File: config.mk
export PLATFORM = sky130hd
export DESIGN_NAME = gamepad_button_remapper
export DESIGN_NICKNAME = d
export VERILOG_FILES = /design/src/gbr_pkg.sv /design/src/gamepad_button_remapper.sv /design/src/gbr_lane.sv /design/src/gbr_merge.sv
export SDC_FILE = /design/constraint.sdc
export NUM_CORES = 2
export LEC_CHECK = 0
export ABC_AREA = 1
export BUFFER_PORTS_ARGS = -buffer_cell sky130_fd_sc_hd__buf_2
export CAP_MARGIN = 5
export CORE_MARGIN = 2
export CORE_UTILIZATION = 62
export CTS_CLUSTER_SIZE = 28
export DETAILED_ROUTE_END_ITERATION = 16
export MAX_ROUTING_LAYER = met4
export PLACE_DENSITY = 0.78
export SYNTH_ARGS = -nofsm -noshare
export SYNTH_HDL_FRONTEND = slang
export SYNTH_SLANG_ARGS = --single-unit
File: constraint.sdc
create_clock -name clk -period 16.9 [get_ports clk]
set_input_delay 1.69 -clock clk [delete_from_list [all_inputs] [get_ports clk]]
set_output_delay 1.69 -clock clk [all_outputs]
set_load 0.01 [all_outputs]
File: src/gbr_pkg.sv
package gbr_pkg;

  localparam int PIN_W        = 20;
  localparam int CODE_W       = 6;
  localparam int PINS_PER_REG = 10;
  localparam int MAP_W        = CODE_W * PINS_PER_REG;
  localparam int CFG_IDX_W    = 2;
  localparam int CTX_W        = 3;
  localparam int DIR_W        = 4;
  localparam int AXIS_W       = 8;
  localparam int IN_DATA_W    = 24;
  localparam int OUT_DATA_W   = 48;

  // Configuration register indexes.
  localparam logic [CFG_IDX_W-1:0] CFG_PLAIN_LOW  = 2'd0;
  localparam logic [CFG_IDX_W-1:0] CFG_PLAIN_HIGH = 2'd1;
  localparam logic [CFG_IDX_W-1:0] CFG_SHIFT_LOW  = 2'd2;
  localparam logic [CFG_IDX_W-1:0] CFG_SHIFT_HIGH = 2'd3;

  // Function codes.
  localparam logic [CODE_W-1:0] CODE_UP        = 6'd1;
  localparam logic [CODE_W-1:0] CODE_DOWN      = 6'd2;
  localparam logic [CODE_W-1:0] CODE_LEFT      = 6'd3;
  localparam logic [CODE_W-1:0] CODE_RIGHT     = 6'd4;
  localparam logic [CODE_W-1:0] CODE_SQUARE    = 6'd5;
  localparam logic [CODE_W-1:0] CODE_CROSS     = 6'd6;
  localparam logic [CODE_W-1:0] CODE_CIRCLE    = 6'd7;
  localparam logic [CODE_W-1:0] CODE_TRIANGLE  = 6'd8;
  localparam logic [CODE_W-1:0] CODE_L1        = 6'd9;
  localparam logic [CODE_W-1:0] CODE_R1        = 6'd10;
  localparam logic [CODE_W-1:0] CODE_L2        = 6'd11;
  localparam logic [CODE_W-1:0] CODE_R2        = 6'd12;
  localparam logic [CODE_W-1:0] CODE_SELECT    = 6'd13;
  localparam logic [CODE_W-1:0] CODE_START     = 6'd14;
  localparam logic [CODE_W-1:0] CODE_L3        = 6'd15;
  localparam logic [CODE_W-1:0] CODE_R3        = 6'd16;
  localparam logic [CODE_W-1:0] CODE_LS_UP     = 6'd17;
  localparam logic [CODE_W-1:0] CODE_LS_DOWN   = 6'd18;
  localparam logic [CODE_W-1:0] CODE_LS_LEFT   = 6'd19;
  localparam logic [CODE_W-1:0] CODE_LS_RIGHT  = 6'd20;
  localparam logic [CODE_W-1:0] CODE_RESTRICT  = 6'd21;
  localparam logic [CODE_W-1:0] CODE_INV_Y     = 6'd22;
  localparam logic [CODE_W-1:0] CODE_AF_SQUARE = 6'd23;
  localparam logic [CODE_W-1:0] CODE_AF_CROSS  = 6'd24;
  localparam logic [CODE_W-1:0] CODE_AF_CIRCLE = 6'd25;
  localparam logic [CODE_W-1:0] CODE_AF_TRI    = 6'd26;
  localparam logic [CODE_W-1:0] CODE_RS_UP     = 6'd29;
  localparam logic [CODE_W-1:0] CODE_RS_DOWN   = 6'd30;
  localparam logic [CODE_W-1:0] CODE_RS_LEFT   = 6'd31;
  localparam logic [CODE_W-1:0] CODE_RS_RIGHT  = 6'd32;

  // Direction bit positions in the d-pad word.
  localparam logic [1:0] DIR_UP    = 2'd0;
  localparam logic [1:0] DIR_DOWN  = 2'd1;
  localparam logic [1:0] DIR_LEFT  = 2'd2;
  localparam logic [1:0] DIR_RIGHT = 2'd3;

  // Direction contexts: none, or the direction output last (index plus one).
  localparam logic [CTX_W-1:0] CTX_NONE  = 3'd0;
  localparam logic [CTX_W-1:0] CTX_UP    = 3'd1;
  localparam logic [CTX_W-1:0] CTX_DOWN  = 3'd2;
  localparam logic [CTX_W-1:0] CTX_LEFT  = 3'd3;
  localparam logic [CTX_W-1:0] CTX_RIGHT = 3'd4;

  localparam logic [AXIS_W-1:0] AXIS_REST = 8'h7F;
  localparam logic [AXIS_W-1:0] AXIS_MIN  = 8'h00;
  localparam logic [AXIS_W-1:0] AXIS_MAX  = 8'hFF;

  typedef struct packed {
    logic              inv_y;
    logic              restrict4;
    logic              autofire;
    logic [DIR_W-1:0]  dirs;
    logic [3:0]        face;
    logic [3:0]        af_face;
    logic [5:0]        shoulder;
    logic [1:0]        sys;
    logic              ly_hit;
    logic              ly_pos;
    logic              lx_hit;
    logic              lx_pos;
    logic              ry_hit;
    logic              ry_pos;
    logic              rx_hit;
    logic              rx_pos;
  } lane_t;

  typedef struct packed {
    logic [AXIS_W-1:0] right_y;
    logic [AXIS_W-1:0] right_x;
    logic [AXIS_W-1:0] left_y;
    logic [AXIS_W-1:0] left_x;
    logic [1:0]        system_buttons;
    logic [5:0]        shoulder_buttons;
    logic [3:0]        face_buttons;
    logic [DIR_W-1:0]  dpad;
  } result_t;

  // Priority order of directions for a context, first choice in bits 1:0.
  function automatic logic [7:0] dir_order(input logic [CTX_W-1:0] ctx);
    logic [7:0] ord;
    case (ctx)
      CTX_UP:    ord = {DIR_UP, DIR_RIGHT, DIR_LEFT, DIR_DOWN};
      CTX_DOWN:  ord = {DIR_DOWN, DIR_RIGHT, DIR_LEFT, DIR_UP};
      CTX_LEFT:  ord = {DIR_LEFT, DIR_DOWN, DIR_UP, DIR_RIGHT};
      default:   ord = {DIR_RIGHT, DIR_DOWN, DIR_UP, DIR_LEFT};
    endcase
    return ord;
  endfunction

endpackage

File: src/gamepad_button_remapper.sv
// Channel | Handshake          | Payload
// in_     | in_tvalid/tready   | tdata: pins_n; tuser: shifted
// out_    | out_tvalid/tready  | tdata: dpad .. right_y
// cfg_    | cfg_we             | cfg_index, cfg_wdata (60-bit code map)
//
// One poll per cycle while out_tready keeps the output free; the pin lanes
// decode into a register, then the merge stage updates the direction and
// autofire state and loads the output register.
// Reset (synchronous, rst_n low) clears the maps and state, autofire phase on.
// While a result waits at the output, the lane register takes one more request
// and then holds in_tready low until out_tready frees the output register.
module gamepad_button_remapper
  import gbr_pkg::*;
#(
  parameter int NUM_PINS = 20
) (
  input  logic                  clk,
  input  logic                  rst_n,
  input  logic                  in_tvalid,
  output logic                  in_tready,
  input  logic [IN_DATA_W-1:0]  in_tdata,   // pins_n [19:0], zero pad [23:20]
  input  logic                  in_tuser,   // shifted
  output logic                  out_tvalid,
  input  logic                  out_tready,
  output logic [OUT_DATA_W-1:0] out_tdata,  // dpad, face_buttons, shoulder_buttons,
                                            // system_buttons, left_x, left_y,
                                            // right_x, right_y
  input  logic                  cfg_we,
  input  logic [CFG_IDX_W-1:0]  cfg_index,
  input  logic [MAP_W-1:0]      cfg_wdata
);

  logic [MAP_W-1:0]     map_pl_r, map_ph_r, map_sl_r, map_sh_r;
  lane_t [NUM_PINS-1:0] lanes;
  lane_t [NUM_PINS-1:0] lanes_r;
  logic                 lanes_valid_r;
  logic                 advance;
  result_t              res;
  logic [PIN_W-1:0]     pins_n;

  assign pins_n    = in_tdata[PIN_W-1:0];
  assign in_tready = !lanes_valid_r || advance;

  always_ff @(posedge clk) begin
    if (!rst_n) begin
      map_pl_r <= '0;
      map_ph_r <= '0;
      map_sl_r <= '0;
      map_sh_r <= '0;
    end else if (cfg_we) begin
      case (cfg_index)
        CFG_PLAIN_LOW:  map_pl_r <= cfg_wdata;
        CFG_PLAIN_HIGH: map_ph_r <= cfg_wdata;
        CFG_SHIFT_LOW:  map_sl_r <= cfg_wdata;
        CFG_SHIFT_HIGH: map_sh_r <= cfg_wdata;
        default: ;
      endcase
    end
  end

  for (genvar i = 0; i < NUM_PINS; i++) begin : g_lane
    localparam int SLOT = i % PINS_PER_REG;
    logic [CODE_W-1:0] code_plain;
    logic [CODE_W-1:0] code_shift;

    if (i < PINS_PER_REG) begin : g_low
      assign code_plain = map_pl_r[SLOT*CODE_W +: CODE_W];
      assign code_shift = map_sl_r[SLOT*CODE_W +: CODE_W];
    end else begin : g_high
      assign code_plain = map_ph_r[SLOT*CODE_W +: CODE_W];
      assign code_shift = map_sh_r[SLOT*CODE_W +: CODE_W];
    end

    gbr_lane u_lane (
      .pressed    (!pins_n[i]),
      .code_plain (code_plain),
      .code_sel   (in_tuser ? code_shift : code_plain),
      .lane       (lanes[i])
    );
  end

  always_ff @(posedge clk) begin
    if (!rst_n) begin
      lanes_valid_r <= 1'b0;
    end else if (in_tready) begin
      lanes_valid_r <= in_tvalid;
    end
  end

  always_ff @(posedge clk) begin
    if (in_tready && in_tvalid) begin
      lanes_r <= lanes;
    end
  end

  gbr_merge #(
    .NUM_PINS (NUM_PINS)
  ) u_merge (
    .clk         (clk),
    .rst_n       (rst_n),
    .lanes_valid (lanes_valid_r),
    .lanes       (lanes_r),
    .advance     (advance),
    .out_tready  (out_tready),
    .out_tvalid  (out_tvalid),
    .res         (res)
  );

  assign out_tdata = {res.right_y, res.right_x, res.left_y, res.left_x,
                      res.system_buttons, res.shoulder_buttons,
                      res.face_buttons, res.dpad};

endmodule

File: src/gbr_lane.sv
module gbr_lane
  import gbr_pkg::*;
(
  input  logic              pressed,
  input  logic [CODE_W-1:0] code_plain,
  input  logic [CODE_W-1:0] code_sel,
  output lane_t             lane
);

  always_comb begin
    lane = '0;
    if (pressed) begin
      // Restrict and invert also react to the unshifted assignment.
      lane.inv_y     = (code_plain == CODE_INV_Y) || (code_sel == CODE_INV_Y);
      lane.restrict4 = (code_plain == CODE_RESTRICT) || (code_sel == CODE_RESTRICT);
      case (code_sel)
        CODE_UP:        lane.dirs[DIR_UP]    = 1'b1;
        CODE_DOWN:      lane.dirs[DIR_DOWN]  = 1'b1;
        CODE_LEFT:      lane.dirs[DIR_LEFT]  = 1'b1;
        CODE_RIGHT:     lane.dirs[DIR_RIGHT] = 1'b1;
        CODE_SQUARE:    lane.face[0]     = 1'b1;
        CODE_CROSS:     lane.face[1]     = 1'b1;
        CODE_CIRCLE:    lane.face[2]     = 1'b1;
        CODE_TRIANGLE:  lane.face[3]     = 1'b1;
        CODE_L1:        lane.shoulder[0] = 1'b1;
        CODE_R1:        lane.shoulder[1] = 1'b1;
        CODE_L2:        lane.shoulder[2] = 1'b1;
        CODE_R2:        lane.shoulder[3] = 1'b1;
        CODE_L3:        lane.shoulder[4] = 1'b1;
        CODE_R3:        lane.shoulder[5] = 1'b1;
        CODE_SELECT:    lane.sys[0]      = 1'b1;
        CODE_START:     lane.sys[1]      = 1'b1;
        CODE_LS_UP:     lane.ly_hit      = 1'b1;
        CODE_LS_DOWN: begin
          lane.ly_hit = 1'b1;
          lane.ly_pos = 1'b1;
        end
        CODE_LS_LEFT:   lane.lx_hit      = 1'b1;
        CODE_LS_RIGHT: begin
          lane.lx_hit = 1'b1;
          lane.lx_pos = 1'b1;
        end
        CODE_RS_UP:     lane.ry_hit      = 1'b1;
        CODE_RS_DOWN: begin
          lane.ry_hit = 1'b1;
          lane.ry_pos = 1'b1;
        end
        CODE_RS_LEFT:   lane.rx_hit      = 1'b1;
        CODE_RS_RIGHT: begin
          lane.rx_hit = 1'b1;
          lane.rx_pos = 1'b1;
        end
        CODE_AF_SQUARE: begin
          lane.autofire   = 1'b1;
          lane.af_face[0] = 1'b1;
        end
        CODE_AF_CROSS: begin
          lane.autofire   = 1'b1;
          lane.af_face[1] = 1'b1;
        end
        CODE_AF_CIRCLE: begin
          lane.autofire   = 1'b1;
          lane.af_face[2] = 1'b1;
        end
        CODE_AF_TRI: begin
          lane.autofire   = 1'b1;
          lane.af_face[3] = 1'b1;
        end
        default: ;
      endcase
    end
  end

endmodule

File: src/gbr_merge.sv
module gbr_merge
  import gbr_pkg::*;
#(
  parameter int NUM_PINS = 20
) (
  input  logic                 clk,
  input  logic                 rst_n,
  input  logic                 lanes_valid,
  input  lane_t [NUM_PINS-1:0] lanes,
  output logic                 advance,
  input  logic                 out_tready,
  output logic                 out_tvalid,
  output result_t              res
);

  logic             out_valid_r;
  result_t          res_r;
  result_t          res_nxt;
  logic [DIR_W-1:0] last_dirs_r;
  logic [CTX_W-1:0] ctx_r;
  logic [CTX_W-1:0] ctx_nxt;
  logic [CTX_W-1:0] saved_ctx_r;
  logic [CTX_W-1:0] saved_ctx_nxt;
  logic             phase_r;
  logic             phase_nxt;

  logic             inv_y;
  logic             restrict4;
  logic             autofire;
  logic [DIR_W-1:0] dirs;
  logic [3:0]       face;
  logic [3:0]       af_face;
  logic [5:0]       shoulder;
  logic [1:0]       sys;
  logic             ly_hit, ly_pos, lx_hit, lx_pos;
  logic             ry_hit, ry_pos, rx_hit, rx_pos;
  logic [CTX_W-1:0] ctx_eff;
  logic [7:0]       ord;
  logic [1:0]       dir_k;
  logic             found;

  assign advance = lanes_valid && (!out_valid_r || out_tready);

  always_comb begin
    inv_y     = 1'b0;
    restrict4 = 1'b0;
    autofire  = 1'b0;
    dirs      = '0;
    face      = '0;
    af_face   = '0;
    shoulder  = '0;
    sys       = '0;
    ly_hit = 1'b0; ly_pos = 1'b0; lx_hit = 1'b0; lx_pos = 1'b0;
    ry_hit = 1'b0; ry_pos = 1'b0; rx_hit = 1'b0; rx_pos = 1'b0;
    for (int i = 0; i < NUM_PINS; i++) begin
      inv_y     = inv_y | lanes[i].inv_y;
      restrict4 = restrict4 | lanes[i].restrict4;
      autofire  = autofire | lanes[i].autofire;
      dirs      = dirs | lanes[i].dirs;
      face      = face | lanes[i].face;
      af_face   = af_face | lanes[i].af_face;
      shoulder  = shoulder | lanes[i].shoulder;
      sys       = sys | lanes[i].sys;
      // Later lanes override earlier ones: the highest pin decides an axis.
      if (lanes[i].ly_hit) begin
        ly_hit = 1'b1;
        ly_pos = lanes[i].ly_pos;
      end
      if (lanes[i].lx_hit) begin
        lx_hit = 1'b1;
        lx_pos = lanes[i].lx_pos;
      end
      if (lanes[i].ry_hit) begin
        ry_hit = 1'b1;
        ry_pos = lanes[i].ry_pos;
      end
      if (lanes[i].rx_hit) begin
        rx_hit = 1'b1;
        rx_pos = lanes[i].rx_pos;
      end
    end

    // The phase flips before it gates the autofire buttons of this poll.
    phase_nxt = phase_r ^ autofire;

    res_nxt.dpad             = dirs;
    res_nxt.face_buttons     = face | (phase_nxt ? af_face : 4'b0000);
    res_nxt.shoulder_buttons = shoulder;
    res_nxt.system_buttons   = sys;
    res_nxt.left_x  = lx_hit ? (lx_pos ? AXIS_MAX : AXIS_MIN) : AXIS_REST;
    res_nxt.left_y  = ly_hit ? ((ly_pos ^ inv_y) ? AXIS_MAX : AXIS_MIN) : AXIS_REST;
    res_nxt.right_x = rx_hit ? (rx_pos ? AXIS_MAX : AXIS_MIN) : AXIS_REST;
    res_nxt.right_y = ry_hit ? ((ry_pos ^ inv_y) ? AXIS_MAX : AXIS_MIN) : AXIS_REST;

    // Four-way: an unchanged request restores the saved context, so a held
    // diagonal keeps the direction it started with.
    ctx_eff       = (dirs == last_dirs_r) ? saved_ctx_r : ctx_r;
    ord           = dir_order(ctx_eff);
    found         = 1'b0;
    dir_k         = DIR_UP;
    ctx_nxt       = ctx_r;
    saved_ctx_nxt = saved_ctx_r;
    if (restrict4) begin
      res_nxt.dpad  = '0;
      saved_ctx_nxt = ctx_eff;
      ctx_nxt       = ctx_eff;
      if (ctx_eff <= CTX_RIGHT) begin
        for (int k = 0; k < 4; k++) begin
          dir_k = ord[2*k +: 2];
          if (!found && dirs[dir_k]) begin
            found                = 1'b1;
            res_nxt.dpad[dir_k]  = 1'b1;
            ctx_nxt              = CTX_W'(dir_k) + CTX_UP;
          end
        end
      end
    end
  end

  always_ff @(posedge clk) begin
    if (!rst_n) begin
      out_valid_r <= 1'b0;
      last_dirs_r <= '0;
      ctx_r       <= CTX_NONE;
      saved_ctx_r <= CTX_NONE;
      phase_r     <= 1'b1;
    end else begin
      if (advance) begin
        out_valid_r <= 1'b1;
        last_dirs_r <= dirs;
        ctx_r       <= ctx_nxt;
        saved_ctx_r <= saved_ctx_nxt;
        phase_r     <= phase_nxt;
      end else if (out_tready) begin
        out_valid_r <= 1'b0;
      end
    end
  end

  always_ff @(posedge clk) begin
    if (advance) begin
      res_r <= res_nxt;
    end
  end

  assign out_tvalid = out_valid_r;
  assign res        = res_r;

`ifndef SYNTHESIS
  a_dpad_single: assert property (@(posedge clk) disable iff (!rst_n)
    advance && restrict4 |=> $onehot0(res_r.dpad))
    else $error("four-way mode produced more than one direction");

  a_ctx_range: assert property (@(posedge clk) disable iff (!rst_n)
    ctx_r <= CTX_RIGHT && saved_ctx_r <= CTX_RIGHT)
    else $error("direction context out of range");

  a_phase_hold: assert property (@(posedge clk) disable iff (!rst_n)
    !(advance && autofire) |=> $stable(phase_r))
    else $error("autofire phase changed without an autofire press");

  a_state_hold: assert property (@(posedge clk) disable iff (!rst_n)
    !advance |=> $stable(last_dirs_r) && $stable(ctx_r) && $stable(saved_ctx_r))
    else $error("direction state changed without a poll");
`endif

endmodule
# Word-level counts from Yosys, hierarchy flattened
# Cells that the tools add are included.
# classes
n_addsub,4
magnitude_cmp,9
n_eq_ne,647
muxes,811
bitwise_logic,159
reduce_logical,163
# op_table
cell,n
"6-bit by 5-bit equality test with 1-bit output, second input constant",320
"6-bit by 4-bit equality test with 1-bit output, second input constant",160
1-bit two-way mux,759
"6-bit by 3-bit equality test with 1-bit output, second input constant",80
4-bit OR,61
"6-bit by 2-bit equality test with 1-bit output, second input constant",40
2-bit OR reduction,80
"6-bit by 1-bit equality test with 1-bit output, second input constant",20
"6-bit equality test, second input constant",20
6-bit two-way mux,20
6-bit OR,19
4-bit OR reduction,20
1-bit OR,57
4-bit two-way mux,13
1-bit logical OR,42
2-bit OR,19
8-bit two-way mux,4
8-bit one-hot mux with 3 select lines,1
3-bit two-way mux,6
"2-bit by 1-bit adder with 3-bit output, second input constant",4
"2-bit by 3-bit < comparator with 1-bit output, second input constant",4
2-bit AND reduction,5
1-bit logical AND,9
1-bit binary-select mux with 2-bit select,4
other kinds (12),26
# totals
reg_bits,921
inputBits,92
word_cells,2131

# Logic depth before layout (Yosys ltp)
# logic_depth
ltp_word,43
mapped_depth,23
depth_no_buf,22

# By module
# From an unflattened synthesis, not the netlist that was laid out.
# hier_totals
hier_cells,4999
hier_area_um2,42314.3
# modules_own_cells
mod,instances,cells_per_inst,area_each_um2
gamepad_button_remapper,1,2451,29897.4
gbr_lane,20,93,399.1
gbr_merge,1,688,4434.3

# Least setup slack after synthesis
# No wires, ideal clock.
# synth_path
path_type,input to register
startpoint,input out_tready
endpoint,"register lanes_r[0] (netlist name), enable pin"
setup_time_ns,0.966
arrival_ns,13.924
required_time_ns,15.934
slack_ns,2.010
stages,4
path_buffers,0
cell_sequence,inv_1 -> nand3_1 -> nand2_1 -> inv_1
# synth_between
elab_chain_cells,4
# synth_rtl
element,line_no,text
from (decl),gamepad_button_remapper.sv:24,"input logic out_tready,"
1-bit logical OR,gbr_merge.sv:42,assign advance = lanes_valid && (!out_valid_r || out_tready);
1-bit logical AND,gbr_merge.sv:42,
1-bit logical OR,gamepad_button_remapper.sv:42,assign in_tready = !lanes_valid_r || advance;
via in_tready,gamepad_button_remapper.sv:20,"output logic in_tready,"
1-bit logical AND,gamepad_button_remapper.sv:91,if (in_tready && in_tvalid) begin
to (signal assigned),gamepad_button_remapper.sv:92,lanes_r <= lanes;
to (decl),gamepad_button_remapper.sv:35,lane_t [NUM_PINS-1:0] lanes_r;
# The timed path passes the listed nets, and every way through them passes these cells.
# A chain may end at the register's enable or synchronous reset.

# Final worst setup path
# layout_path
startpoint,input out_tready
endpoint,"register lanes_r[525] (netlist name), enable pin"
# layout_between
elab_chain_cells,4
# layout_rtl
element,line_no
1-bit logical OR,gbr_merge.sv:42
1-bit logical AND,gbr_merge.sv:42
1-bit logical OR,gamepad_button_remapper.sv:42
1-bit logical AND,gamepad_button_remapper.sv:91
# No other way between the ends.

==> out/metrics.cfg <==
[route]
top_layer=met4
routed_via_density=5.99
dr.pass1.iters=6
wl_per_cell_um=23.5
met3_wirelength_mm=16.0
vias=30400
ant_nets=0
drt_iter0_markers=4258
drcViolationCount=0
met1_length_mm=45.7
met2_length_mm=50.5
wirelength_mm=119

[placement]
gp_congestion=1.02
hpwlAfterDp_mm=87.9
port_buffers=137

[power]
p_leak_nw=16.0
clkPwrFrac=0.415
seqPwrFrac=0.501
pwr-share-comb=0.085
p_sw_frac=0.248
peakVddDrop_mv=0.0939
powerDensity_nw_per_um2=116
switching_power_mw=1.24
internal_power_mw=3.76

[floorplanning]
start_util=0.626
fp.dieH_um=254
design.core.area_um2=61700
die_x_um=254
dieArea_um2=64300
num_rows=91
ioPinCount=142

[outcome]
status=complete, no violations

[clocking]
cts_hold_buffers=0
cts_max_path_buffers=3
path_clk_slew_ps=60
tritoncts=done
post_cts_resized=0
post_cts_buffers=0
cts-htree-levels=3
cts-root-buf=clkbuf_16
clkLatencyLatePin_ps=650
cts_num_sinks=897
cts-buffers-inserted=91

[timing]
finalHoldViolations=0
slew_viol_final=0
holdWs_ps=443
finalSetupViolations=0
rsz0062_at_grt=false
relSlewSlack=0.226
setup_tns_ps=0
fmax_mhz=223
timing.final.crit_period_ps=4480
worst_pin_slew_ps=1160
finClkSkew_ps=30.1
timing.final.crit_share=0.265

[grt]
grt_max_degree=144
gr-usage-all-layers=0.384
grt-ovfl-total=0
antenna_found_initial=9
grt_first_pass_wirelength_mm=172
grt_pass1_vias=27300

[synthesis]
async_flop_share=0
yosysSeqAreaShare=0.631
ys_warn_count=0
synth.avg_cell_area_um2=9.49
syn_nets=4163
synth_edf_count=644
syn_inst=4071
synth_seq_cells=897
synth.distinct_cells=51
syn-cell-area_um2=38600
synth_ff_type=edfxtp_1

[critical_path]
cp_data_required_time_ps=17160
start_kind=input port
crit_path_end_kind=flop
r2r_slack_ps=13240
criticalPathCategory=input port to flop
crit_arrival_ps=4740
cp_max_fo=143

[cells_and_area]
syn_to_final_growth_pct=11.1
finalNetCount=4244
drive_above_1_share=0.0896

[flow_run]
drv_cap=0

[min_path]
hp-class=flop to flop

synth_stat cells, types with 6 or more instances:
cell type,n,area (µm²)
o22ai_1,30,188
o21ai_0,413,2070
nand2_1,562,2110
nand2_4,9,101
nand3_1,52,260
nor2_2,8,50.1
buf_1,12,45.0
a21oi_1,316,1580
edfxtp_1,644,19300
nand3b_1,10,75.1
nand2_2,15,93.8
o21ai_1,7,35.0
a211oi_1,7,52.6
nand4_1,60,375
inv_1,443,1660
mux2i_1,7,70.1
nor3_1,60,300
clkbuf_1,128,480
or4_1,16,120
clkinv_1,6,22.5
dfxtp_1,253,5060
nor4_1,110,688
or2_2,24,150
and3_1,16,100
mux2_2,6,67.6
nor2_1,787,2950
buf_4,24,180
cell type report:
type | count | area, µm²
Timing Repair Buffer | 154 | 826
Inverter | 451 | 1710
Clock inverter | 44 | 452
Sequential cell | 897 | 24400
Tap cell | 837 | 1050
Clock buffer | 127 | 2630
Antenna cell | 6 | 15.0
Multi-Input combinational cell | 2557 | 11900
Fill cell | 4780 | 18800
power groups by stage:
stage | sequential, mW | clock, mW | combinational [mW]
final | 2.51 | 2.07 | 0.423
after global routing | 2.51 | 2.16 | 0.459
after CTS | 2.50 | 2.08 | 0.411
after detailed placement | 2.55 | 0 | 0.409
after global placement | 2.55 | 0 | 0.402
after floorplan | 2.57 | 0 | 0.261
cells by family after synthesis:
kind of cell | count (synthesis) | synth area share
AOI/OAI and AO/OA | 797 | 0.107
xor gates and xnor gates | 2 | 0.000453
buffers and inverters | 617 | 0.0626
DFF | 897 | 0.631
muxes | 13 | 0.00356
and+or+nand+nor | 1745 | 0.195
registers in the layout (all words and copies together) (netlist names):
register and flops:
map_sh_r 60, lanes_r 620, u_merge.last_dirs_r 4, u_merge.out_tvalid 1, map_ph_r 60, u_merge.saved_ctx_r 3, u_merge.phase_r 1, lanes_valid_r 1
map_sl_r 60, map_pl_r 60, u_merge.res 24, u_merge.ctx_r 3
critical path: stages:
cell     delay, ps
buf_2           70
inv_1           40
nand3_1         90
nand2_1        150
inv_8          660
buf_4          890
buf_4          870
cell usage in the layout (no fill, tap or decap), types with 15 or more instances in the layout:
cell type    n
nand2_1    562
clkinv_1    17
nand2_2     15
inv_1      442
edfxtp_1   644
nor3_1      60
nand4_1     60
clkbuf_16   95
o22ai_1     30
a21oi_1    316
nor2_1     787
clkbuf_1    19
buf_2      135
or2_2       24
clkinv_2    17
dfxtp_1    253
o21ai_0    413
nor4_1     108
buf_4       17
nand3_1     49
or4_1       16
and3_1      16
path summary, 6_finish.rpt:
path,startpoint,to,depth (start not counted)
setup / recovery,out_tready,lanes_r[525],7
hold / removal,map_sl_r[11],map_sl_r[11],2
setup reg to reg,u_merge.out_tvalid,lanes_r[525],5
hold reg to reg,map_sl_r[11],map_sl_r[11],2
per-stage QoR:
step / power [mW] / instance area [µm²] / std cells / worst slack, ps / utilization
after floorplan: 2.83 / 38600 / 4071 / 2010 / -
after global placement: 2.95 / 39900 / 4896 / 11870 / 0.646
after detailed placement: 2.96 / 39900 / 4896 / 11810 / 0.646
after CTS: 4.99 / 42900 / 5067 / 12490 / 0.696
after global routing: 5.13 / 42900 / 5070 / 12190 / 0.696
final: 5.00 / 42900 / 5073 / 12420 / 0.696
layer usage:
| metal | up-vias | global-route usage |
|---|---|---|
| met5 | - | - |
| met4 | 0 | 0.196 |
| met3 | 281 | 0.0880 |
| met2 | 1890 | 0.538 |
| met1 | 14200 | 0.527 |
| li1 | 14000 | - |
No activity file was read; power rests on OpenSTA's default activity.
